## src/sv/pdfmsc_pkg.sv

```systemverilog
// ----------------------------------------------------------------------------
// pdfmsc_pkg: shared types, codes and microprogram of the spring follower
// Holds the control word layout, the operation and operand codes, the
// configuration register indexes and the read-only microprogram.
// ----------------------------------------------------------------------------
package pdfmsc_pkg;

    localparam int DT_BITS      = 16;
    localparam int GAIN_BITS    = 32;
    localparam int MS_BITS      = 31;
    localparam int LF_BITS      = 17;
    localparam int CFG_IDX_BITS = 3;
    localparam int STEP_BITS    = 6;

    localparam logic [CFG_IDX_BITS-1:0] REG_STIFFNESS = 3'd0;
    localparam logic [CFG_IDX_BITS-1:0] REG_DAMPING   = 3'd1;
    localparam logic [CFG_IDX_BITS-1:0] REG_STEP_TIME = 3'd2;
    localparam logic [CFG_IDX_BITS-1:0] REG_MIN_SPEED = 3'd3;
    localparam logic [CFG_IDX_BITS-1:0] REG_LEAD      = 3'd4;
    localparam logic [CFG_IDX_BITS-1:0] REG_START_POS = 3'd5;
    localparam logic [CFG_IDX_BITS-1:0] REG_START_VEL = 3'd6;

    localparam logic [DT_BITS-1:0] DT_RESET = 16'd1092;

    localparam logic [2:0] OP_NOP    = 3'd0;
    localparam logic [2:0] OP_MUL    = 3'd1;
    localparam logic [2:0] OP_RND    = 3'd2;
    localparam logic [2:0] OP_ADD    = 3'd3;
    localparam logic [2:0] OP_SUB    = 3'd4;
    localparam logic [2:0] OP_DIFF   = 3'd5;
    localparam logic [2:0] OP_TOWARD = 3'd6;

    localparam logic [3:0] SRC_ZERO  = 4'd0;
    localparam logic [3:0] SRC_POS   = 4'd1;
    localparam logic [3:0] SRC_VEL   = 4'd2;
    localparam logic [3:0] SRC_TP    = 4'd3;
    localparam logic [3:0] SRC_TV    = 4'd4;
    localparam logic [3:0] SRC_LEAD  = 4'd5;
    localparam logic [3:0] SRC_V0    = 4'd6;
    localparam logic [3:0] SRC_TVR   = 4'd7;
    localparam logic [3:0] SRC_PROD  = 4'd8;
    localparam logic [3:0] SRC_ACC   = 4'd9;
    localparam logic [3:0] SRC_X1    = 4'd10;
    localparam logic [3:0] SRC_SMALL = 4'd11;
    localparam logic [3:0] SRC_MS    = 4'd12;
    localparam logic [3:0] SRC_DIFF  = 4'd13;

    localparam logic [3:0] DST_NONE  = 4'd0;
    localparam logic [3:0] DST_POS   = 4'd1;
    localparam logic [3:0] DST_VEL   = 4'd2;
    localparam logic [3:0] DST_LEAD  = 4'd3;
    localparam logic [3:0] DST_V0    = 4'd4;
    localparam logic [3:0] DST_TVR   = 4'd5;
    localparam logic [3:0] DST_PROD  = 4'd6;
    localparam logic [3:0] DST_ACC   = 4'd7;
    localparam logic [3:0] DST_X1    = 4'd8;
    localparam logic [3:0] DST_SMALL = 4'd9;

    localparam logic [1:0] MB_SG = 2'd0;
    localparam logic [1:0] MB_DG = 2'd1;
    localparam logic [1:0] MB_DT = 2'd2;
    localparam logic [1:0] MB_LF = 2'd3;

    localparam logic SH_GAIN = 1'b0;
    localparam logic SH_DT   = 1'b1;

    localparam logic [1:0] JMP_NONE   = 2'd0;
    localparam logic [1:0] JMP_ALWAYS = 2'd1;
    localparam logic [1:0] JMP_IF_FAR = 2'd2;

    localparam logic [1:0] MODE_SPRING = 2'd0;
    localparam logic [1:0] MODE_SNAP   = 2'd1;
    localparam logic [1:0] MODE_MIN    = 2'd2;

    localparam logic [STEP_BITS-1:0] STEP_FIRST  = 6'd0;
    localparam logic [STEP_BITS-1:0] STEP_MIN    = 6'd25;
    localparam logic [STEP_BITS-1:0] STEP_SPRING = 6'd27;
    localparam logic [STEP_BITS-1:0] STEP_LEAD   = 6'd29;

    typedef struct packed {
        logic [2:0]           op;
        logic [3:0]           src_a;
        logic [3:0]           src_b;
        logic [1:0]           mul_b;
        logic                 shf;
        logic [3:0]           dst;
        logic                 mode_we;
        logic [1:0]           mode;
        logic [1:0]           jmp;
        logic [STEP_BITS-1:0] target;
        logic                 last;
    } ctrl_word_t;

    typedef struct packed {
        logic       start;
        logic       exec;
        ctrl_word_t cw;
    } seq_ctrl_t;

    typedef struct packed {
        logic near;
        logic out_valid;
    } dp_status_t;

    function automatic ctrl_word_t make_cw(
        input logic [2:0]           op,
        input logic [3:0]           src_a,
        input logic [3:0]           src_b,
        input logic [1:0]           mul_b,
        input logic                 shf,
        input logic [3:0]           dst,
        input logic                 mode_we,
        input logic [1:0]           mode,
        input logic [1:0]           jmp,
        input logic [STEP_BITS-1:0] target,
        input logic                 last
    );
        ctrl_word_t w;
        w.op      = op;
        w.src_a   = src_a;
        w.src_b   = src_b;
        w.mul_b   = mul_b;
        w.shf     = shf;
        w.dst     = dst;
        w.mode_we = mode_we;
        w.mode    = mode;
        w.jmp     = jmp;
        w.target  = target;
        w.last    = last;
        return w;
    endfunction

    // Each multiply takes two steps: the raw product, then rounding and clipping.
    function automatic ctrl_word_t ucode(input logic [STEP_BITS-1:0] step);
        ctrl_word_t w;
        case (step)
            6'd0:  w = make_cw(OP_MUL, SRC_TV, SRC_ZERO, MB_LF, SH_DT, DST_NONE,
                               1'b0, MODE_SPRING, JMP_NONE, STEP_FIRST, 1'b0);
            6'd1:  w = make_cw(OP_RND, SRC_ZERO, SRC_ZERO, MB_SG, SH_DT, DST_LEAD,
                               1'b0, MODE_SPRING, JMP_NONE, STEP_FIRST, 1'b0);
            6'd2:  w = make_cw(OP_SUB, SRC_VEL, SRC_LEAD, MB_SG, SH_DT, DST_V0,
                               1'b0, MODE_SPRING, JMP_NONE, STEP_FIRST, 1'b0);
            6'd3:  w = make_cw(OP_SUB, SRC_TV, SRC_LEAD, MB_SG, SH_DT, DST_TVR,
                               1'b0, MODE_SPRING, JMP_NONE, STEP_FIRST, 1'b0);
            6'd4:  w = make_cw(OP_DIFF, SRC_TP, SRC_POS, MB_SG, SH_DT, DST_NONE,
                               1'b0, MODE_SPRING, JMP_NONE, STEP_FIRST, 1'b0);
            6'd5:  w = make_cw(OP_MUL, SRC_DIFF, SRC_ZERO, MB_SG, SH_GAIN, DST_NONE,
                               1'b0, MODE_SPRING, JMP_NONE, STEP_FIRST, 1'b0);
            6'd6:  w = make_cw(OP_RND, SRC_ZERO, SRC_ZERO, MB_SG, SH_GAIN, DST_PROD,
                               1'b0, MODE_SPRING, JMP_NONE, STEP_FIRST, 1'b0);
            6'd7:  w = make_cw(OP_DIFF, SRC_TVR, SRC_V0, MB_SG, SH_DT, DST_NONE,
                               1'b0, MODE_SPRING, JMP_NONE, STEP_FIRST, 1'b0);
            6'd8:  w = make_cw(OP_MUL, SRC_DIFF, SRC_ZERO, MB_DG, SH_GAIN, DST_NONE,
                               1'b0, MODE_SPRING, JMP_NONE, STEP_FIRST, 1'b0);
            6'd9:  w = make_cw(OP_RND, SRC_ZERO, SRC_ZERO, MB_SG, SH_GAIN, DST_ACC,
                               1'b0, MODE_SPRING, JMP_NONE, STEP_FIRST, 1'b0);
            6'd10: w = make_cw(OP_ADD, SRC_PROD, SRC_ACC, MB_SG, SH_DT, DST_ACC,
                               1'b0, MODE_SPRING, JMP_NONE, STEP_FIRST, 1'b0);
            6'd11: w = make_cw(OP_MUL, SRC_ACC, SRC_ZERO, MB_DT, SH_DT, DST_NONE,
                               1'b0, MODE_SPRING, JMP_NONE, STEP_FIRST, 1'b0);
            6'd12: w = make_cw(OP_RND, SRC_ZERO, SRC_ZERO, MB_SG, SH_DT, DST_PROD,
                               1'b0, MODE_SPRING, JMP_NONE, STEP_FIRST, 1'b0);
            6'd13: w = make_cw(OP_ADD, SRC_V0, SRC_PROD, MB_SG, SH_DT, DST_ACC,
                               1'b0, MODE_SPRING, JMP_NONE, STEP_FIRST, 1'b0);
            6'd14: w = make_cw(OP_MUL, SRC_ACC, SRC_ZERO, MB_DT, SH_DT, DST_NONE,
                               1'b0, MODE_SPRING, JMP_NONE, STEP_FIRST, 1'b0);
            6'd15: w = make_cw(OP_RND, SRC_ZERO, SRC_ZERO, MB_SG, SH_DT, DST_PROD,
                               1'b0, MODE_SPRING, JMP_NONE, STEP_FIRST, 1'b0);
            6'd16: w = make_cw(OP_ADD, SRC_POS, SRC_PROD, MB_SG, SH_DT, DST_X1,
                               1'b0, MODE_SPRING, JMP_NONE, STEP_FIRST, 1'b0);
            6'd17: w = make_cw(OP_MUL, SRC_MS, SRC_ZERO, MB_DT, SH_DT, DST_NONE,
                               1'b0, MODE_SPRING, JMP_NONE, STEP_FIRST, 1'b0);
            6'd18: w = make_cw(OP_RND, SRC_ZERO, SRC_ZERO, MB_SG, SH_DT, DST_SMALL,
                               1'b0, MODE_SPRING, JMP_NONE, STEP_FIRST, 1'b0);
            6'd19: w = make_cw(OP_DIFF, SRC_X1, SRC_POS, MB_SG, SH_DT, DST_NONE,
                               1'b0, MODE_SPRING, JMP_NONE, STEP_FIRST, 1'b0);
            6'd20: w = make_cw(OP_NOP, SRC_ZERO, SRC_ZERO, MB_SG, SH_DT, DST_NONE,
                               1'b0, MODE_SPRING, JMP_IF_FAR, STEP_SPRING, 1'b0);
            6'd21: w = make_cw(OP_DIFF, SRC_POS, SRC_TP, MB_SG, SH_DT, DST_NONE,
                               1'b0, MODE_SPRING, JMP_NONE, STEP_FIRST, 1'b0);
            6'd22: w = make_cw(OP_NOP, SRC_ZERO, SRC_ZERO, MB_SG, SH_DT, DST_NONE,
                               1'b0, MODE_SPRING, JMP_IF_FAR, STEP_MIN, 1'b0);
            6'd23: w = make_cw(OP_ADD, SRC_TP, SRC_ZERO, MB_SG, SH_DT, DST_POS,
                               1'b1, MODE_SNAP, JMP_NONE, STEP_FIRST, 1'b0);
            6'd24: w = make_cw(OP_ADD, SRC_TVR, SRC_ZERO, MB_SG, SH_DT, DST_VEL,
                               1'b0, MODE_SNAP, JMP_ALWAYS, STEP_LEAD, 1'b0);
            6'd25: w = make_cw(OP_TOWARD, SRC_POS, SRC_SMALL, MB_SG, SH_DT, DST_POS,
                               1'b1, MODE_MIN, JMP_NONE, STEP_FIRST, 1'b0);
            6'd26: w = make_cw(OP_TOWARD, SRC_ZERO, SRC_MS, MB_SG, SH_DT, DST_VEL,
                               1'b0, MODE_MIN, JMP_ALWAYS, STEP_LEAD, 1'b0);
            6'd27: w = make_cw(OP_ADD, SRC_X1, SRC_ZERO, MB_SG, SH_DT, DST_POS,
                               1'b1, MODE_SPRING, JMP_NONE, STEP_FIRST, 1'b0);
            6'd28: w = make_cw(OP_ADD, SRC_ACC, SRC_ZERO, MB_SG, SH_DT, DST_VEL,
                               1'b0, MODE_SPRING, JMP_NONE, STEP_FIRST, 1'b0);
            6'd29: w = make_cw(OP_ADD, SRC_VEL, SRC_LEAD, MB_SG, SH_DT, DST_VEL,
                               1'b0, MODE_SPRING, JMP_NONE, STEP_FIRST, 1'b0);
            6'd30: w = make_cw(OP_MUL, SRC_LEAD, SRC_ZERO, MB_DT, SH_DT, DST_NONE,
                               1'b0, MODE_SPRING, JMP_NONE, STEP_FIRST, 1'b0);
            6'd31: w = make_cw(OP_RND, SRC_ZERO, SRC_ZERO, MB_SG, SH_DT, DST_PROD,
                               1'b0, MODE_SPRING, JMP_NONE, STEP_FIRST, 1'b0);
            6'd32: w = make_cw(OP_ADD, SRC_POS, SRC_PROD, MB_SG, SH_DT, DST_POS,
                               1'b0, MODE_SPRING, JMP_NONE, STEP_FIRST, 1'b1);
            default: w = make_cw(OP_NOP, SRC_ZERO, SRC_ZERO, MB_SG, SH_DT, DST_NONE,
                                 1'b0, MODE_SPRING, JMP_NONE, STEP_FIRST, 1'b1);
        endcase
        return w;
    endfunction

endpackage

```

## src/sv/pdfmsc_if.sv

```systemverilog
// ----------------------------------------------------------------------------
// pdfmsc_if: channel interfaces of the spring follower
// Target input stream, result output stream and register write channel.
// ----------------------------------------------------------------------------
interface pdfmsc_in_if #(parameter int VALUE_BITS = 32) ();
    logic                         valid;
    logic                         ready;
    logic signed [VALUE_BITS-1:0] target_position;
    logic signed [VALUE_BITS-1:0] target_velocity;

    modport source (output valid, target_position, target_velocity, input ready);
    modport sink (input valid, target_position, target_velocity, output ready);
endinterface

interface pdfmsc_out_if #(parameter int VALUE_BITS = 32) ();
    logic                         valid;
    logic                         ready;
    logic signed [VALUE_BITS-1:0] new_position;
    logic signed [VALUE_BITS-1:0] new_velocity;
    logic [1:0]                   step_mode;
    logic                         saturated;

    modport source (output valid, new_position, new_velocity, step_mode, saturated,
                    input ready);
    modport sink (input valid, new_position, new_velocity, step_mode, saturated,
                  output ready);
endinterface

interface pdfmsc_cfg_if #(parameter int DATA_BITS = 32) ();
    logic                                   valid;
    logic                                   ready;
    logic [pdfmsc_pkg::CFG_IDX_BITS-1:0]    index;
    logic [DATA_BITS-1:0]                   data;

    modport source (output valid, index, data, input ready);
    modport sink (input valid, index, data, output ready);
endinterface

```

## src/sv/pd_follow_min_speed_clamp.sv

```systemverilog
// ----------------------------------------------------------------------------
// pd_follow_min_speed_clamp: PD spring follower with minimum approach speed
// Advances a stored position and velocity toward a target once per beat on
// the target channel, with an intercept lead and saturating fixed point.
//
// Usage:
//   target: one beat carries target_position and target_velocity.
//   result: one beat per target beat with new_position, new_velocity,
//           step_mode and saturated.
//   cfg:    register writes, always ready; index 5 and 6 load the state.
//           Write only while no target beat is in flight.
// Timing:
//   A target beat starts a microprogram of 27 steps (spring step) or 29 steps
//   (snap or minimum speed step), one step per cycle unless the last step
//   waits, on a single shared multiplier and saturating adder. The last step
//   loads the result register, and a new target beat is taken in the cycle
//   after the last step, so target beats do not overlap.
//   The result is held in an output register; the next target is accepted
//   while it waits. If it is still not taken when the next item finishes,
//   the last step waits.
//   Reset clears the state and loads the register reset values.
// ----------------------------------------------------------------------------
module pd_follow_min_speed_clamp #(
    parameter int VALUE_BITS    = 32,
    parameter int FRACTION_BITS = 16
) (
    input  logic          clk,
    input  logic          rst_n,
    pdfmsc_in_if.sink     target,
    pdfmsc_out_if.source  result,
    pdfmsc_cfg_if.sink    cfg
);

    pdfmsc_pkg::seq_ctrl_t  ctrl;
    pdfmsc_pkg::dp_status_t status;

    pdfmsc_sequencer u_seq (
        .clk       (clk),
        .rst_n     (rst_n),
        .in_valid  (target.valid),
        .in_ready  (target.ready),
        .out_ready (result.ready),
        .status    (status),
        .ctrl      (ctrl)
    );

    pdfmsc_datapath #(
        .VALUE_BITS    (VALUE_BITS),
        .FRACTION_BITS (FRACTION_BITS)
    ) u_dp (
        .clk          (clk),
        .rst_n        (rst_n),
        .ctrl         (ctrl),
        .status       (status),
        .cfg_we       (cfg.valid),
        .cfg_index    (cfg.index),
        .cfg_data     (cfg.data),
        .tp_in        (target.target_position),
        .tv_in        (target.target_velocity),
        .out_ready    (result.ready),
        .out_position (result.new_position),
        .out_velocity (result.new_velocity),
        .out_mode     (result.step_mode),
        .out_sat      (result.saturated)
    );

    assign cfg.ready    = 1'b1;
    assign result.valid = status.out_valid;

endmodule

```

## src/sv/pdfmsc_sequencer.sv

```systemverilog
// ----------------------------------------------------------------------------
// pdfmsc_sequencer: microprogram step counter
// Fetches one control word per step, takes jumps and holds the final step
// while the result register is still occupied.
// ----------------------------------------------------------------------------
module pdfmsc_sequencer (
    input  logic                   clk,
    input  logic                   rst_n,
    input  logic                   in_valid,
    output logic                   in_ready,
    input  logic                   out_ready,
    input  pdfmsc_pkg::dp_status_t status,
    output pdfmsc_pkg::seq_ctrl_t  ctrl
);

    logic                             busy_reg;
    logic [pdfmsc_pkg::STEP_BITS-1:0] step_reg;
    logic [pdfmsc_pkg::STEP_BITS-1:0] step_next;
    pdfmsc_pkg::ctrl_word_t           cw;
    logic                             stall;
    logic                             take_jump;

    always_comb
    begin
        cw    = pdfmsc_pkg::ucode(step_reg);
        stall = cw.last && status.out_valid && !out_ready;
        case (cw.jmp)
            pdfmsc_pkg::JMP_ALWAYS: take_jump = 1'b1;
            pdfmsc_pkg::JMP_IF_FAR: take_jump = !status.near;
            default:                take_jump = 1'b0;
        endcase
        step_next  = take_jump ? cw.target : step_reg + 1'b1;
        in_ready   = !busy_reg;
        ctrl.start = in_valid && !busy_reg;
        ctrl.exec  = busy_reg && !stall;
        ctrl.cw    = cw;
    end

    always_ff @(posedge clk or negedge rst_n)
    begin
        if (!rst_n)
        begin
            busy_reg <= 1'b0;
            step_reg <= pdfmsc_pkg::STEP_FIRST;
        end
        else if (ctrl.start)
        begin
            busy_reg <= 1'b1;
            step_reg <= pdfmsc_pkg::STEP_FIRST;
        end
        else if (ctrl.exec)
        begin
            if (cw.last)
            begin
                busy_reg <= 1'b0;
            end
            step_reg <= step_next;
        end
    end

endmodule

```

## src/sv/pdfmsc_datapath.sv

```systemverilog
// ----------------------------------------------------------------------------
// pdfmsc_datapath: registers, shared multiplier and saturating adder
// Executes one control word per cycle while not stalled, holds the configuration registers,
// the follower state and the result register.
// ----------------------------------------------------------------------------
module pdfmsc_datapath #(
    parameter int VALUE_BITS    = 32,
    parameter int FRACTION_BITS = 16
) (
    input  logic                                clk,
    input  logic                                rst_n,
    input  pdfmsc_pkg::seq_ctrl_t               ctrl,
    output pdfmsc_pkg::dp_status_t              status,
    input  logic                                cfg_we,
    input  logic [pdfmsc_pkg::CFG_IDX_BITS-1:0] cfg_index,
    input  logic [((VALUE_BITS > 32) ? VALUE_BITS : 32)-1:0] cfg_data,
    input  logic signed [VALUE_BITS-1:0]        tp_in,
    input  logic signed [VALUE_BITS-1:0]        tv_in,
    input  logic                                out_ready,
    output logic signed [VALUE_BITS-1:0]        out_position,
    output logic signed [VALUE_BITS-1:0]        out_velocity,
    output logic [1:0]                          out_mode,
    output logic                                out_sat
);

    localparam int VB  = VALUE_BITS;
    localparam int OPW = VB + 1;
    localparam int GB  = pdfmsc_pkg::GAIN_BITS;
    localparam int PW  = OPW + GB;
    localparam int RW  = PW + 1;
    localparam logic signed [VB-1:0] VMAX = {1'b0, {(VB-1){1'b1}}};
    localparam logic signed [VB-1:0] VMIN = {1'b1, {(VB-1){1'b0}}};
    localparam logic [RW-1:0] RND_GAIN = RW'(1) << (FRACTION_BITS - 1);
    localparam logic [RW-1:0] RND_DT   = RW'(1) << (pdfmsc_pkg::DT_BITS - 1);

    logic [GB-1:0]                      sg_reg;
    logic [GB-1:0]                      dg_reg;
    logic [pdfmsc_pkg::DT_BITS-1:0]     dt_reg;
    logic [pdfmsc_pkg::MS_BITS-1:0]     ms_reg;
    logic [pdfmsc_pkg::LF_BITS-1:0]     lf_reg;
    logic signed [VB-1:0]               pos_reg;
    logic signed [VB-1:0]               vel_reg;
    logic signed [VB-1:0]               tp_reg;
    logic signed [VB-1:0]               tv_reg;
    logic signed [VB-1:0]               lead_reg;
    logic signed [VB-1:0]               v0_reg;
    logic signed [VB-1:0]               tvr_reg;
    logic signed [VB-1:0]               prod_reg;
    logic signed [VB-1:0]               acc_reg;
    logic signed [VB-1:0]               x1_reg;
    logic signed [VB-1:0]               small_reg;
    logic signed [OPW-1:0]              diff_reg;
    logic [PW-1:0]                      mul_reg;
    logic                               mul_neg_reg;
    logic                               mul_shf_reg;
    logic                               clip_reg;
    logic [1:0]                         mode_reg;
    logic                               out_valid_reg;
    logic signed [VB-1:0]               out_pos_reg;
    logic signed [VB-1:0]               out_vel_reg;
    logic [1:0]                         out_mode_reg;
    logic                               out_sat_reg;

    pdfmsc_pkg::ctrl_word_t             cw;
    logic                               ms_clip;
    logic signed [VB-1:0]               ms_val;
    logic signed [OPW-1:0]              opa;
    logic signed [OPW-1:0]              opb;
    logic [OPW-1:0]                     mag_a;
    logic [GB-1:0]                      mulb;
    logic [PW-1:0]                      mul_next;
    logic [RW-1:0]                      rnd_sum;
    logic [RW-1:0]                      rnd_q;
    logic [RW-1:0]                      rnd_lim;
    logic                               rnd_clip;
    logic [VB-1:0]                      rnd_mag;
    logic signed [VB-1:0]               rnd_res;
    logic signed [OPW-1:0]              sum;
    logic                               alu_ovf;
    logic signed [VB-1:0]               alu_res;
    logic signed [VB-1:0]               wb;
    logic                               wb_clip;
    logic                               clip_op;
    logic signed [OPW:0]                near_d;
    logic signed [OPW:0]                near_s;
    logic signed [OPW:0]                near_sum;

    assign cw = ctrl.cw;

    always_comb
    begin
        ms_clip = |(ms_reg >> (VB - 1));
        ms_val  = ms_clip ? VMAX : VB'(ms_reg);

        case (cw.src_a)
            pdfmsc_pkg::SRC_POS:   opa = OPW'(pos_reg);
            pdfmsc_pkg::SRC_VEL:   opa = OPW'(vel_reg);
            pdfmsc_pkg::SRC_TP:    opa = OPW'(tp_reg);
            pdfmsc_pkg::SRC_TV:    opa = OPW'(tv_reg);
            pdfmsc_pkg::SRC_LEAD:  opa = OPW'(lead_reg);
            pdfmsc_pkg::SRC_V0:    opa = OPW'(v0_reg);
            pdfmsc_pkg::SRC_TVR:   opa = OPW'(tvr_reg);
            pdfmsc_pkg::SRC_PROD:  opa = OPW'(prod_reg);
            pdfmsc_pkg::SRC_ACC:   opa = OPW'(acc_reg);
            pdfmsc_pkg::SRC_X1:    opa = OPW'(x1_reg);
            pdfmsc_pkg::SRC_SMALL: opa = OPW'(small_reg);
            pdfmsc_pkg::SRC_MS:    opa = OPW'(ms_val);
            pdfmsc_pkg::SRC_DIFF:  opa = diff_reg;
            default:               opa = '0;
        endcase

        case (cw.src_b)
            pdfmsc_pkg::SRC_POS:   opb = OPW'(pos_reg);
            pdfmsc_pkg::SRC_VEL:   opb = OPW'(vel_reg);
            pdfmsc_pkg::SRC_TP:    opb = OPW'(tp_reg);
            pdfmsc_pkg::SRC_TV:    opb = OPW'(tv_reg);
            pdfmsc_pkg::SRC_LEAD:  opb = OPW'(lead_reg);
            pdfmsc_pkg::SRC_V0:    opb = OPW'(v0_reg);
            pdfmsc_pkg::SRC_TVR:   opb = OPW'(tvr_reg);
            pdfmsc_pkg::SRC_PROD:  opb = OPW'(prod_reg);
            pdfmsc_pkg::SRC_ACC:   opb = OPW'(acc_reg);
            pdfmsc_pkg::SRC_X1:    opb = OPW'(x1_reg);
            pdfmsc_pkg::SRC_SMALL: opb = OPW'(small_reg);
            pdfmsc_pkg::SRC_MS:    opb = OPW'(ms_val);
            pdfmsc_pkg::SRC_DIFF:  opb = diff_reg;
            default:               opb = '0;
        endcase

        case (cw.mul_b)
            pdfmsc_pkg::MB_SG: mulb = sg_reg;
            pdfmsc_pkg::MB_DG: mulb = dg_reg;
            pdfmsc_pkg::MB_DT: mulb = GB'(dt_reg);
            pdfmsc_pkg::MB_LF: mulb = GB'(lf_reg);
            default:           mulb = '0;
        endcase

        // The product is formed on the magnitude; the sign is applied after rounding.
        mag_a    = opa[OPW-1] ? $unsigned(-opa) : $unsigned(opa);
        mul_next = PW'(mag_a) * PW'(mulb);

        rnd_sum  = {1'b0, mul_reg} + ((mul_shf_reg == pdfmsc_pkg::SH_DT) ? RND_DT : RND_GAIN);
        rnd_q    = (mul_shf_reg == pdfmsc_pkg::SH_DT) ? (rnd_sum >> pdfmsc_pkg::DT_BITS)
                                                      : (rnd_sum >> FRACTION_BITS);
        rnd_lim  = RW'($unsigned(VMAX)) + RW'(mul_neg_reg);
        rnd_clip = rnd_q > rnd_lim;
        rnd_mag  = rnd_clip ? rnd_lim[VB-1:0] : rnd_q[VB-1:0];
        rnd_res  = mul_neg_reg ? $signed(-rnd_mag) : $signed(rnd_mag);

        case (cw.op)
            pdfmsc_pkg::OP_SUB:    sum = opa - opb;
            pdfmsc_pkg::OP_TOWARD: sum = diff_reg[OPW-1] ? (opa + opb) : (opa - opb);
            default:               sum = opa + opb;
        endcase
        alu_ovf = sum[OPW-1] != sum[VB-1];
        alu_res = alu_ovf ? (sum[OPW-1] ? VMIN : VMAX) : sum[VB-1:0];

        wb      = (cw.op == pdfmsc_pkg::OP_RND) ? rnd_res : alu_res;
        wb_clip = (cw.op == pdfmsc_pkg::OP_RND) ? rnd_clip : alu_ovf;
        clip_op = (cw.op == pdfmsc_pkg::OP_RND) || (cw.op == pdfmsc_pkg::OP_ADD) ||
                  (cw.op == pdfmsc_pkg::OP_SUB) || (cw.op == pdfmsc_pkg::OP_TOWARD);

        // The step is within reach when -small <= diff <= small.
        near_d   = (OPW + 1)'(diff_reg);
        near_s   = (OPW + 1)'(small_reg);
        near_sum = near_d + near_s;
        status.near      = (near_d <= near_s) && !near_sum[OPW];
        status.out_valid = out_valid_reg;
    end

    always_ff @(posedge clk or negedge rst_n)
    begin
        if (!rst_n)
        begin
            sg_reg        <= '0;
            dg_reg        <= '0;
            dt_reg        <= pdfmsc_pkg::DT_RESET;
            ms_reg        <= '0;
            lf_reg        <= '0;
            pos_reg       <= '0;
            vel_reg       <= '0;
            out_valid_reg <= 1'b0;
        end
        else
        begin
            if (cfg_we)
            begin
                case (cfg_index)
                    pdfmsc_pkg::REG_STIFFNESS: sg_reg  <= cfg_data[GB-1:0];
                    pdfmsc_pkg::REG_DAMPING:   dg_reg  <= cfg_data[GB-1:0];
                    pdfmsc_pkg::REG_STEP_TIME: dt_reg  <= cfg_data[pdfmsc_pkg::DT_BITS-1:0];
                    pdfmsc_pkg::REG_MIN_SPEED: ms_reg  <= cfg_data[pdfmsc_pkg::MS_BITS-1:0];
                    pdfmsc_pkg::REG_LEAD:      lf_reg  <= cfg_data[pdfmsc_pkg::LF_BITS-1:0];
                    pdfmsc_pkg::REG_START_POS: pos_reg <= $signed(cfg_data[VB-1:0]);
                    pdfmsc_pkg::REG_START_VEL: vel_reg <= $signed(cfg_data[VB-1:0]);
                    default:                   ;
                endcase
            end
            if (ctrl.exec && (cw.dst == pdfmsc_pkg::DST_POS))
            begin
                pos_reg <= wb;
            end
            if (ctrl.exec && (cw.dst == pdfmsc_pkg::DST_VEL))
            begin
                vel_reg <= wb;
            end
            if (ctrl.exec && cw.last)
            begin
                out_valid_reg <= 1'b1;
            end
            else if (out_ready)
            begin
                out_valid_reg <= 1'b0;
            end
        end
    end

    always_ff @(posedge clk)
    begin
        if (ctrl.start)
        begin
            tp_reg   <= tp_in;
            tv_reg   <= tv_in;
            clip_reg <= ms_clip;
        end
        else if (ctrl.exec && clip_op && wb_clip)
        begin
            clip_reg <= 1'b1;
        end

        if (ctrl.exec)
        begin
            case (cw.dst)
                pdfmsc_pkg::DST_LEAD:  lead_reg  <= wb;
                pdfmsc_pkg::DST_V0:    v0_reg    <= wb;
                pdfmsc_pkg::DST_TVR:   tvr_reg   <= wb;
                pdfmsc_pkg::DST_PROD:  prod_reg  <= wb;
                pdfmsc_pkg::DST_ACC:   acc_reg   <= wb;
                pdfmsc_pkg::DST_X1:    x1_reg    <= wb;
                pdfmsc_pkg::DST_SMALL: small_reg <= wb;
                default:               ;
            endcase
            if (cw.op == pdfmsc_pkg::OP_DIFF)
            begin
                diff_reg <= opa - opb;
            end
            if (cw.op == pdfmsc_pkg::OP_MUL)
            begin
                mul_reg     <= mul_next;
                mul_neg_reg <= opa[OPW-1];
                mul_shf_reg <= cw.shf;
            end
            if (cw.mode_we)
            begin
                mode_reg <= cw.mode;
            end
            if (cw.last)
            begin
                out_pos_reg  <= wb;
                out_vel_reg  <= vel_reg;
                out_mode_reg <= mode_reg;
                out_sat_reg  <= clip_reg || (clip_op && wb_clip);
            end
        end
    end

    assign out_position = out_pos_reg;
    assign out_velocity = out_vel_reg;
    assign out_mode     = out_mode_reg;
    assign out_sat      = out_sat_reg;

endmodule
```

## src/flat_wrapper.sv

```systemverilog
// flat-port wrapper written by rule: the top's interface ports become plain ports
module pd_follow_min_speed_clamp_flat 
#(
    parameter int VALUE_BITS    = 32,
    parameter int FRACTION_BITS = 16
)
  (clk, rst_n, target_valid, target_target_position, target_target_velocity, target_ready, result_valid, result_new_position, result_new_velocity, result_step_mode, result_saturated, result_ready, cfg_valid, cfg_index, cfg_data, cfg_ready);
  pdfmsc_in_if #(.VALUE_BITS(VALUE_BITS)) target_i ();
  pdfmsc_out_if #(.VALUE_BITS(VALUE_BITS)) result_i ();
  pdfmsc_cfg_if cfg_i ();
  input  logic clk;
  input  logic rst_n;
  input wire logic [$bits(target_i.valid)-1:0] target_valid;
  input wire logic [$bits(target_i.target_position)-1:0] target_target_position;
  input wire logic [$bits(target_i.target_velocity)-1:0] target_target_velocity;
  output wire logic [$bits(target_i.ready)-1:0] target_ready;
  output wire logic [$bits(result_i.valid)-1:0] result_valid;
  output wire logic [$bits(result_i.new_position)-1:0] result_new_position;
  output wire logic [$bits(result_i.new_velocity)-1:0] result_new_velocity;
  output wire logic [$bits(result_i.step_mode)-1:0] result_step_mode;
  output wire logic [$bits(result_i.saturated)-1:0] result_saturated;
  input wire logic [$bits(result_i.ready)-1:0] result_ready;
  input wire logic [$bits(cfg_i.valid)-1:0] cfg_valid;
  input wire logic [$bits(cfg_i.index)-1:0] cfg_index;
  input wire logic [$bits(cfg_i.data)-1:0] cfg_data;
  output wire logic [$bits(cfg_i.ready)-1:0] cfg_ready;
  assign target_i.valid = target_valid;
  assign target_i.target_position = target_target_position;
  assign target_i.target_velocity = target_target_velocity;
  assign target_ready = target_i.ready;
  assign result_valid = result_i.valid;
  assign result_new_position = result_i.new_position;
  assign result_new_velocity = result_i.new_velocity;
  assign result_step_mode = result_i.step_mode;
  assign result_saturated = result_i.saturated;
  assign result_i.ready = result_ready;
  assign cfg_i.valid = cfg_valid;
  assign cfg_i.index = cfg_index;
  assign cfg_i.data = cfg_data;
  assign cfg_ready = cfg_i.ready;
  pd_follow_min_speed_clamp #(.VALUE_BITS(VALUE_BITS), .FRACTION_BITS(FRACTION_BITS)) u_core (.clk(clk), .rst_n(rst_n), .target(target_i), .result(result_i), .cfg(cfg_i));
endmodule
```

## config.mk

```make
export PLATFORM = sky130hd
export DESIGN_NAME = pd_follow_min_speed_clamp_flat
export DESIGN_NICKNAME = d
export VERILOG_FILES = /design/src/sv/pdfmsc_pkg.sv /design/src/sv/pdfmsc_if.sv /design/src/sv/pd_follow_min_speed_clamp.sv /design/src/sv/pdfmsc_sequencer.sv /design/src/sv/pdfmsc_datapath.sv /design/src/flat_wrapper.sv
export SDC_FILE = /design/constraint.sdc
export NUM_CORES = 2
export LEC_CHECK = 0
export ABC_AREA = 1
export ABC_CLOCK_PERIOD_IN_PS = 12620
export BUFFER_PORTS_ARGS = -buffer_cell sky130_fd_sc_hd__buf_2
export CAP_MARGIN = 20
export CELL_PAD_IN_SITES_DETAIL_PLACEMENT = 1
export CELL_PAD_IN_SITES_GLOBAL_PLACEMENT = 2
export CORE_MARGIN = 3
export CORE_UTILIZATION = 40
export DETAILED_ROUTE_END_ITERATION = 8
export PLACE_DENSITY_LB_ADDON = 0.1
export SETUP_SLACK_MARGIN = 0.4
export SLEW_MARGIN = 20
export SYNTH_ARGS = -nofsm -noshare
export SYNTH_HDL_FRONTEND = slang
export SYNTH_SLANG_ARGS = --single-unit
```

## constraint.sdc

```tcl
create_clock -name clk -period 12.62 [get_ports clk]
set_input_delay 0.631 -clock clk [delete_from_list [all_inputs] [get_ports clk]]
set_output_delay 0.631 -clock clk [all_outputs]
set_load 0.01 [all_outputs]
```

Word-level counts from Yosys, hierarchy flattened
Memory sizes are Yosys's and may differ from the RTL's. Cells that the tools add are included. W data, S select, Z words.

Memories kept: 1. Bits in read-only memories: 1856. Input bits: 104. Logic and storage cells: 168. Output and inout bits: 70. Register bits after elaboration: 657.

Memory list: (name not given) (words 64, width 29, read ports 1, clocked after memory_dff 0, write ports 0, RTL line pdfmsc_pkg.sv:136) `case (step)`.

Add/sub/neg operators: 8. $lt $le $gt $ge: 2. Reduce and logical (&&, ||, !) cells: 48. Mux-type cells: 27. Multiply operators: 1. Equal/unequal tests: 53.

Operator list (count): $pmux W33 S13 (2); $mux W32 (11); $pmux W32 S4 (1); $add A65 B16 Y66 const B (1); $mux W33 (2); $pmux W33 S2 (1); $mul A33 B32 Y65 (1); $eq A4 B4 Y1 const B (14); $gt A50 B32 Y1 (1); $eq A4 B3 Y1 const B (12); $reduce_and A2 Y1 (19); $add A33 B32 Y34 (1); $add A33 B33 Y33 (1); $le A33 B32 Y1 (1); $neg A33 Y33 (1); $sub A33 B33 Y33 (1); $add A31 B1 Y32 const A (1); $neg A32 Y32 (1); $eq A4 B2 Y1 const B (6); $eq A3 B3 Y1 const B (6); $mux W6 (3); $reduce_bool A2 Y1 (7); $eq A3 B2 Y1 const B (4); $eq A4 B1 Y1 const B (3); 12 further kinds (38).

Logic depth before layout (Yosys ltp)
An unclocked memory read counts as a cell.

Depth after elaboration: 10. Depth in mapped cells: 60. Mapped depth without buffers: 58.

Modules after synthesis
From an unflattened synthesis, not the netlist that was laid out.

Cell total of the unflattened synthesis: 8770. Area, all modules: 72677.2 um^2.

By module, submodules not included: pdfmsc_datapath (instances 1, area each 71322.2 um^2, seq. area each 18096.1 um^2, cells each 8528); pdfmsc_sequencer (instances 1, area each 1343.8 um^2, seq. area each 175.2 um^2, cells each 240); pd_follow_min_speed_clamp (instances 1, area each 11.3 um^2, seq. area each 0.0 um^2, cells each 2).

Worst setup path after synthesis
Ideal clock, no wire load.

Kind: reg-to-reg. Start: register u_core.u_seq.step_reg[0] in the netlist's numbering. End: register u_core.u_dp.mul_reg[49] (data pin). Setup time: 0.252 ns. Setup slack: 2.946 ns. Stages on the path, launching flop included: 56. Arrival time: 9.421 ns. Data required time: 12.368 ns. Path through: dfrtp_1 inv_2 ha_1 inv_1 nor2_4 nand2_1 nand2_2 o21ai_1 nor2_2 nand2_2 inv_4 nor2_4 nand2_1 buf_4 o21ai_1 nor2_1 nand2_1 nor2_4 (+20 left out) fa_1 inv_1 fa_1 fa_1 ha_1 nand2_1 nor2_1 nand2_1 nor4_1 nand2_1 nand2_1 nand2_1 nand2_1 nand2_1 nand2_1 nand2_1 nand3_1 nand2_1.

Cells in the longest elaborated chain, start to end: 6. Elaborated cells between the ends (all ways): 23. Those cells by class: 1 x add/sub; 1 x mul; 16 x eq/ne; 3 x mux; 1 x reduce/logical; 1 x memory.

RTL lines: start, declared (RTL line pdfmsc_sequencer.sv:17) `logic [pdfmsc_pkg::STEP_BITS-1:0] step_reg;`; start signal, assigned (RTL line pdfmsc_sequencer.sv:44) `step_reg <= pdfmsc_pkg::STEP_FIRST;`; start signal, assigned (RTL line pdfmsc_sequencer.sv:49) `step_reg <= pdfmsc_pkg::STEP_FIRST;`; start signal, assigned (RTL line pdfmsc_sequencer.sv:57) `step_reg <= step_next;`; $mem_v2 Z64 W29 *; $eq A4 B4 Y1 (tied with other cells) (RTL line pdfmsc_datapath.sv:95) `case (cw.src_a)`; $pmux W33 S13 (RTL line pdfmsc_datapath.sv:95); $neg A33 Y33 (RTL line pdfmsc_datapath.sv:138) `mag_a = opa[OPW-1] ? $unsigned(-opa) : $unsigned(opa);`; $mux W33 (RTL line pdfmsc_datapath.sv:138); $mul A33 B32 Y65 * (RTL line pdfmsc_datapath.sv:139) `mul_next = PW'(mag_a) * PW'(mulb);`; net u_core.u_dp.mul_next[49] (RTL line pdfmsc_datapath.sv:71) `logic [PW-1:0] mul_next;`; end signal, assigned (RTL line pdfmsc_datapath.sv:248) `mul_reg <= mul_next;`; end, declared (RTL line pdfmsc_datapath.sv:53) `logic [PW-1:0] mul_reg;`.

Mark *: on every way through the listed nets, which the timed path passes. The rest lies on a longest branch. A chain may end at the register's enable or synchronous reset.

Final worst setup path
Start: register u_core.u_seq.step_reg[0] in the netlist's numbering. End: register u_core.u_dp.mul_reg[36] (data pin).

Same word-level chain as after synthesis.

==> results.json <==
{
  "outcome": "completed",
  "fin_setup_tns_ns": 0,
  "synth_top_cells_by_count": "inv_1, nand2_1, nor2_1",
  "synthFlopType": "edfxtp_1",
  "wl_um": 344600,
  "worst_slew_pin_slew_ns": 1.262,
  "start_kind": "register",
  "rsz0062_at_grt": "yes",
  "row_count": 156,
  "cts_max_level": 3,
  "antenna_found_initial": 11,
  "syn-num-nets": 10440,
  "critPathMaxFanout": 18,
  "yosysUniqueCellTypes": 72,
  "synth-seq-area-share_pct": 24.91,
  "area_delta_synth_final_pct": 10.47,
  "core-area_mm2": 0.1815,
  "final-setup-viol-count": 0,
  "dp_hpwl_um": 282500,
  "yosysWarnings": 0,
  "avgRoutedWirePerCell_um": 29.63,
  "n_fill_cell": 21910,
  "dieArea_mm2": 0.1886,
  "clk_pin_slew_worst_paths_ns": 0.06,
  "synthArstFlopShare_pct": 31.15,
  "path_class": "register to register",
  "slew_viol_final": 0,
  "grt_max_degree": 104,
  "io_buffers": 172,
  "die_y_um": 434.2,
  "cts_sinks": 642,
  "syn_inst": 8969,
  "vias": 65810,
  "cts_root_buf": "clkbuf_16",
  "cts_tree": "built",
  "max_slew_margin_pct": 15.10,
  "clk_latency_ns": 0.72,
  "endpoint_kind": "register",
  "route.detailed.drc": 0,
  "fin_skew_ns": 0.04358,
  "hold_violations": 0,
  "pin_count": 174,
  "nets": 10650,
  "hp-class": "primary input to register",
  "fmax_mhz": 85.27,
  "first_iter_violations": 5442,
  "synth_seq_cells": 642,
  "min_period_over_period_pct": 92.93,
  "first_pass_iters": 5,
  "fin_crit_ns": 11.73,
  "crit_top_cell": "fa_1",
  "die_w_um": 434.2,
  "cts_buffer_depth": 3,
  "grt_pass1_vias": 69850,
  "worst_ep_required_time_ns": 13.07,
  "synth_top_cell_area_share_pct": 25.30,
  "grt.total_usage_pct": 36.64,
  "netlist_area_mm2": 0.07335,
  "postCtsSetupBuffers": 0,
  "place_congestion": 0.9892,
  "synth_edf_count": 441,
  "viasPerCell": 5.658,
  "syn_avg_cell_area_um2": 8.178,
  "slowest_stage": "fa_1",
  "largest_reg_flops": 50,
  "yosys.area.top_type": "fa_1",
  "ant_nets": 0,
  "start_util_pct": 40.41,
  "yosys.cell_count.top_type": "inv_1",
  "maxCapViolations": 0,
  "synthTopCellsByArea": "fa_1, edfxtp_1, inv_1",
  "cts_buffers": 79,
  "cp_slowest_stage_delay_ns": 0.59,
  "critPathArrivalTime_ns": 12.18,
  "drive_gt1_share_pct": 9.263,
  "grt_overflow": 0,
  "grt_pass1_wl_um": 497200
}
-- through the flow --
step           utilization, %  area [µm²]  hold slack (ns)  std cells  setup slack (ns)
2_1_floorplan               -       73350           0.3354       8969             2.946
3_3_place_gp            43.08       78210           0.4105      11470            0.8798
3_5_place_dp            43.09       78210           0.4207      11470            0.8882
4_1_cts                 44.58       80930          0.04661      11620            0.7967
5_1_grt                 44.63       81020          0.06994      11620            0.3832
6_report                44.64       81030          0.09051      11630            0.8925
-- path summary, 6_finish.rpt --
check	from	end	slack, ns	cells after the start
max in group asynchronous	rst_n	u_core.u_dp.dg_reg[22]$_DFFE_PN0P_	9.85	4
min	target_target_velocity[11]	u_core.u_dp.tv_reg[11]$_DFFE_PP_	0.09	1
max reg2reg	u_core.u_seq.step_reg[0]$_DFFE_PN0P_	u_core.u_dp.mul_reg[36]$_DFFE_PP_	0.89	44
min reg2reg	u_core.u_dp.mode_reg[0]$_SDFFCE_PP0P_	u_core.u_dp.out_mode[0]$_DFFE_PP_	0.44	0
min in group asynchronous	rst_n	u_core.u_dp.dt_reg[3]$_DFFE_PN0P_	0.58	2
max	u_core.u_seq.step_reg[0]$_DFFE_PN0P_	u_core.u_dp.mul_reg[36]$_DFFE_PP_	0.89	44
-- cell type report --
| type | count | area (µm²) | share of cell area (%) |
|---|---|---|---|
| inverter | 1806 | 6804 | 8.397 |
| clock inverter | 42 | 474.2 | 0.5852 |
| antenna | 8 | 20.02 | 0.02470 |
| clock buffer | 106 | 2232 | 2.755 |
| sequential | 642 | 18270 | 22.55 |
| timing repair buffer | 485 | 3349 | 4.133 |
| multi-input combinational | 6171 | 46920 | 57.90 |
| tap | 2370 | 2965 | 3.659 |
-- kinds of logic (layout without fill, tap and decap cells) --
| logic type | Yosys count | count (layout) | share of synthesized area, % |
|---|---|---|---|
| adders and majority gates | 1364 | 1364 | 32.75 |
| other | 1 | 9 | 0.005112 |
| buffers and inverters | 2156 | 2439 | 11.50 |
| xor gates and xnor gates | 120 | 120 | 1.433 |
| muxes | 2 | 2 | 0.02729 |
| DFF | 642 | 642 | 24.91 |
| AOI/OAI and AO/OA | 1224 | 1224 | 9.760 |
| and+or+nand+nor | 3460 | 3460 | 19.61 |
-- layer usage --
layer	track usage, %	part of all wire, %	up-vias
li1	-	-	28580
met1	45.50	39	33870
met5	0	0.0090	-
met2	60.48	47	2576
met3	5.280	6.3	781
met4	22.09	7.4	4
-- critical path: cells and delay by family, from the launching register on --
family          cells  cell delay (ns)
xor+xnor            1             0.46
compound gates      3             0.87
fa+ha+maj          11             5.12
flops               1             0.54
simple gates       19             3.33
buf+inv            10             1.12
-- cells in the final DEF (no fill, tap or decap), types with 11 or more instances in the layout --
cell type and count:
clkinv_2 17, nor2_1 1110, nand3_1 371, xor2_1 99, o21bai_1 22, dfrtp_1 196, fa_1 927, o211ai_1 35
buf_4 300, a31oi_1 56, a22oi_1 11, o22ai_1 132, nand3_2 13, clkbuf_16 82, clkbuf_1 15, xnor2_1 21
nor2_2 57, nor4_1 36, nand4_1 59, inv_1 1744, nand2_2 42, nor2_4 22, a221oi_1 38, o21ai_0 403
edfxtp_1 441, o21ai_2 16, o21ai_1 41, o21a_1 26, ha_1 437, a21oi_1 320, inv_2 38, a211oi_1 38
o221ai_1 17, buf_2 172, clkinv_1 20, nor3_1 54, nand2_1 1643
-- what timing repair did --
| item | in CTS | in global routing |
|---|---|---|
| hold buffers | 1 | 0 |
| resized for setup | 0 | 17 |
| endpoints found under the setup margin | 0 | 35 |
| endpoints found under the hold margin | 46 | 0 |
Power is not shown: default switching activity piles up to over one toggle a cycle in this logic, so the estimate is an artifact.
